--- src/sv/tii_pkg.sv ---
package tii_pkg;
  localparam int TABLE_DEPTH = 512;
  localparam int VALUE_WIDTH = 48;
  localparam int ADDR_WIDTH = $clog2(TABLE_DEPTH);
  localparam int COUNT_WIDTH = 10;
  localparam int PROD_WIDTH = 2 * VALUE_WIDTH;
  localparam int HALF_WIDTH = VALUE_WIDTH / 2;
  localparam int STEP_WIDTH = $clog2(PROD_WIDTH + 1);
  localparam logic [COUNT_WIDTH-1:0] COUNT_RESET = COUNT_WIDTH'(500);
  localparam logic CMD_LOAD = 1'b0;
  localparam logic CMD_QUERY = 1'b1;

  typedef enum logic [3:0] {
    DP_IDLE  = 4'b0001,
    DP_WRITE = 4'b0010,
    DP_READ  = 4'b0100,
    DP_PROBE = 4'b1000
  } dp_op_t;

  typedef struct packed {
    logic       init;
    logic       load_write;
    logic       rd_mid;
    logic       take_mid;
    logic       rd_ends;
    logic       cap_lo;
    logic       cap_hi;
    logic       cap_first;
    logic       cap_last;
    logic       mul_step;
    logic       div_start;
    logic       div_step;
    logic       finish;
  } tii_cmd_t;

  typedef struct packed {
    logic search_done;
    logic mul_done;
    logic div_done;
  } tii_sts_t;
endpackage

--- src/sv/tii_ctrl.sv ---
module tii_ctrl
  import tii_pkg::*;
(
  input  logic     clk,
  input  logic     rst_n,
  input  logic     start,
  input  logic     in_cmd,
  input  tii_sts_t sts,
  output tii_cmd_t cmd,
  output logic     busy,
  output logic     out_valid
);
  typedef enum logic [8:0] {
    S_IDLE  = 9'b000000001,
    S_MID   = 9'b000000010,
    S_CMP   = 9'b000000100,
    S_ENDS  = 9'b000001000,
    S_CLO   = 9'b000010000,
    S_CHI   = 9'b000100000,
    S_MUL   = 9'b001000000,
    S_DIV   = 9'b010000000,
    S_DONE  = 9'b100000000
  } state_t;

  state_t state_r, state_nxt;
  logic   valid_r;

  always_comb begin
    state_nxt = state_r;
    cmd = '0;
    case (state_r)
      S_IDLE: begin
        if (start) begin
          if (in_cmd == CMD_LOAD) cmd.load_write = 1'b1;
          else begin
            cmd.init = 1'b1;
            state_nxt = S_MID;
          end
        end
      end
      // first cycle also holds x[0] from init read
      S_MID: begin
        cmd.cap_first = 1'b1;
        if (sts.search_done) begin
          cmd.rd_ends = 1'b1;
          state_nxt = S_CLO;
        end else begin
          cmd.rd_mid = 1'b1;
          state_nxt = S_CMP;
        end
      end
      S_CMP: begin
        cmd.take_mid = 1'b1;
        state_nxt = S_ENDS;
      end
      S_ENDS: begin
        if (sts.search_done) begin
          cmd.rd_ends = 1'b1;
          state_nxt = S_CLO;
        end else begin
          cmd.rd_mid = 1'b1;
          state_nxt = S_CMP;
        end
      end
      S_CLO: begin
        cmd.cap_lo = 1'b1;
        state_nxt = S_CHI;
      end
      S_CHI: begin
        cmd.cap_hi = 1'b1;
        state_nxt = S_MUL;
      end
      S_MUL: begin
        if (sts.mul_done) begin
          cmd.cap_last = 1'b1;
          cmd.div_start = 1'b1;
          state_nxt = S_DIV;
        end else cmd.mul_step = 1'b1;
      end
      S_DIV: begin
        if (sts.div_done) begin
          cmd.finish = 1'b1;
          state_nxt = S_DONE;
        end else cmd.div_step = 1'b1;
      end
      S_DONE: state_nxt = S_IDLE;
      default: state_nxt = S_IDLE;
    endcase
  end

  always_ff @(posedge clk) begin
    if (!rst_n) begin
      state_r <= S_IDLE;
      valid_r <= 1'b0;
    end else begin
      state_r <= state_nxt;
      valid_r <= cmd.finish;
    end
  end

  assign busy = state_r != S_IDLE;
  assign out_valid = valid_r;
endmodule

--- config.mk ---
export PLATFORM = sky130hd
export DESIGN_NAME = tii_ctrl
export DESIGN_NICKNAME = d
export VERILOG_FILES = /design/src/sv/tii_pkg.sv /design/src/sv/tii_ctrl.sv
export SDC_FILE = /design/constraint.sdc
export NUM_CORES = 1
export LEC_CHECK = 0
export BUFFER_PORTS_ARGS = -buffer_cell sky130_fd_sc_hd__buf_2
export CORE_MARGIN = 3
export CORE_UTILIZATION = 30
export DETAILED_ROUTE_END_ITERATION = 10
export SYNTH_ARGS = -nofsm -noshare
export SYNTH_HDL_FRONTEND = slang
export SYNTH_SLANG_ARGS = --single-unit
--- constraint.sdc ---
create_clock -name clk -period 2.49 [get_ports clk]
set_input_delay 0.747 -clock clk [delete_from_list [all_inputs] [get_ports clk]]
set_output_delay 0.747 -clock clk [all_outputs]
set_load 0.03 [all_outputs]
==> summary.md <==
| Metric | Value |
|---|---|
| # clock sinks | `10` |
| Kind of capture point of the worst setup path | `primary output` |
| Worst hold path class | `flip-flop to flip-flop` |
| Clock latency of the later-clocked register in the worst-skew pair | `260 ps` |
| Final count of negative-setup-slack endpoints | `0` |
| Final period utilization | `0.964` |
| Routed via count | `556` |
| Maximum vdd ir drop | `0.289 mV` |
| Delay of the slowest critical-path stage | `460 ps` |
| Via/cell ratio | `around 4.8` |
| Via count of the first global-routing pass | `533` |
| Count of inserted antenna diode cells | `0` |
| Post-Synthesis Net Count | `75` |
| Critical path buffers and inverters | `1` |
| Final Slew Violations | `0` |
| Count of endpoints failing hold in the final timing report | `0` |
| Leakage power figure | `0.000406 uW` |
| Post-synthesis cell type count | `35` |
| Gate family responsible for the most delay along the worst path | `simple AND/OR/NAND/NOR gates` |
| Clock tree skew after final layout | `about 2.7 ps` |
| Status | `finished clean` |
| Power per unit of standard cell area | `561 mW/mm^2` |
| Antenna violations before repair | `0` |
| Total iterations of the first detailed-routing run | `4` |
| Mean instance size in the synthesized netlist | `around 9.0 um^2` |
| Largest net degree at the start of global routing | `8` |
| Number of input and output port buffers inserted | `21` |
| Placeable core region | `approximately 0.0018 mm^2` |
| Worst Path Required | `1740 ps` |
| Overall routed net length | `1300 um` |
| Die W | `51.1 um` |
| Instance area at placement | `728 um^2` |
| Max Fclk | `between 0.4 and 0.5 GHz` |
| Master cell of the clock root buffer | `clkbuf_4` |
| Share of final-layout standard cells stronger than drive strength 1 | `0.440` |
| RSZ-0062 raised after global routing | `false` |
| Total number of nets in the final design | `100` |
| Critical path arrival | `1650 ps` |
| Placed Instances | `112` |
| Cell Area, Synth | `~600 um^2` |
| Die Footprint | `0.00261 mm^2` |
| Buffer levels on the longest clock path | `2` |
| CTS Buf Count | `3` |
| Kind of critical path | `flip-flop to primary output` |
| Count of filler cells inserted in the layout | `185` |
| Sequential element share of the synthesized area | `0.328` |
| Initial DRC Count | `11` |
| Register area | `204 um^2` |
| Ports | `22` |
| Post-DRT Antenna Nets | `0` |
| DRC errors left | `0` |
| Final HPWL from detailed placement | `slightly above 1000 um` |
| Wire per inst | `11.2 um` |
| Clk pin slew, worst setup/hold paths | `60 ps` |
| Headroom to the max-slew limit | `0.755` |
| Slew at the pin closest to its max-slew limit | `364 ps` |
| Area growth from synthesis to final layout | `28.9%` |
| Final estimated routing congestion in global placement | `0.694` |
| Critical Path, Cell by Cell | `nor3_4 -> nand2_2 -> or4_4 -> nor2_1 -> buf_4` |
| Number of standard cells after synthesis | `68` |
| Non-filler cells, final | `around 120` |
| # rows | `15` |
| #FFs+latches synth | `10` |
| Height of the die | `51.1 um` |
| Maximum fanout along the worst path | `4` |
| Sum of overflow across all layers after global routing | `0` |
| Level count of the clock H-tree | `1` |
| Wire length of the first global-routing pass | `~2300 um` |
| Launching element type of the critical path | `flip-flop` |
| Max cap viols | `0` |
| Slowest library cell on the worst path | `or4_4` |
| Min Tclk post-route | `2400 ps` |
| GRT Total Usage | `0.111` |
| Area of combinational cells with multiple inputs | `around 390 um^2` |
| Yosys warnings | `0` |
| Post-layout instance area | `787 um^2` |
| TritonCTS clock tree | `yes` |
| Initial Utilization | `0.335` |
## Yosys cell counts
master	instances	area, um^2
nor4_1	1	6.26
o211ai_1	1	7.51
and2_1	2	12.5
nor3_2	2	20.0
a221oi_1	1	8.76
nor2_1	8	30.0
o21ai_0	1	5.00
o21ai_4	1	16.3
o21bai_1	1	7.51
nor4_2	1	12.5
nor3_1	4	20.0
buf_4	1	7.51
buf_6	1	11.3
nand3_2	1	10.0
and2_2	1	7.51
nand2_1	2	7.51
and3_1	3	18.8
nand2_2	1	6.26
inv_1	5	18.8
nor2b_1	3	18.8
nor3_4	1	16.3
nor3b_1	1	7.51
a22oi_1	1	7.51
nor2_4	1	11.3
a21oi_1	1	5.00
o211a_1	2	20.0
or4_4	1	11.3
dfxtp_1	10	200
nand3b_1	1	7.51
nand2b_1	2	12.5
and4b_1	1	10.0
o21a_1	1	7.51
nor4b_2	1	15.0
xor2_1	2	17.5
xnor2_1	1	8.76
## flip-flops by register name (all words and copies together) (netlist names)
signal     count
state_r        9
out_valid      1
## report_power, final
part	total (uW)	internal (uW)	switching (uW)	leakage, uW
logic	145	60.6	84.0	0.000311
registers	189	170	19.5	0.0000815
clock network	108	55.7	52.0	0.0000138
total	441	286	156	0.000406
## tightest hold or removal path: stages (launching register included)
cell	delay, ps
dfxtp_2	400
nor4_1	100
o211a_1	100
## cell type report
cell class,count,share of cell area
tap,25,0.0397
timing repair buffer,22,0.149
multi-input combinational,51,0.499
inverter,5,0.0238
sequential,10,0.259
clock buffer,3,0.0286
## routing by layer
| layer | vias up | track usage | part of all wire |
|---|---|---|---|
| met4 | 0 | 0.0404 | 0.0084 |
| met1 | 258 | 0.152 | 0.48 |
| met2 | 11 | 0.174 | 0.48 |
| met5 | - | 0 | 0 |
| li1 | 285 | - | - |
| met3 | 2 | 0.0175 | 0.031 |
## final timing paths
kind	slack [ps]	start	to	cells past startpoint
max	90	state_r[5]	cmd[10]	5
min	640	state_r[0]	state_r[3]	2
max reg2reg	1070	state_r[2]	state_r[0]	4
min reg2reg	640	state_r[0]	state_r[3]	2
## repair_timing
action | CTS | global route
resized for setup | 2 | 6
setup endpoints to repair | 2 | 8
hold buffers | 0 | 0
pin swaps | 1 | 2
buffers inserted | 1 | 0
hold endpoints to repair | 0 | 0
## per-stage QoR
step	TNS [ps]	setup WS, ps	util	hold WS, ps	total power [uW]
2_1_floorplan	-80.3	-40.2	-	578	295
3_3_place_gp	0	270	0.400	619	321
3_5_place_dp	0	231	0.400	622	321
4_1_cts	0	7.62	0.419	666	431
5_1_grt	0	2.84	0.432	673	470
6_report	0	90.9	0.432	635	441
## cells by family (layout without fill, tap and decap cells)
group,count (synthesis),in the layout,synth area share
AO/OA/AOI/OAI,10,10,0.139
flip-flops,10,10,0.328
AND/OR/NAND/NOR,38,38,0.428
buffers and inverters,7,30,0.0615
XOR/XNOR,3,3,0.0430
## placed cells by master, fill, tap and decap left out, types with 2 or more instances in the layout
cell and count:
and3_1 3, dfxtp_1 7, dfxtp_2 3, nand2b_1 2
xor2_1 2, nor2_1 7, buf_2 19, clkbuf_4 3
nand2_1 2, nor2b_1 3, o211a_1 2, nor3_1 4
nor3_2 2, inv_1 5, and2_1 2, buf_4 3
Power figures use the tool's default switching activity.
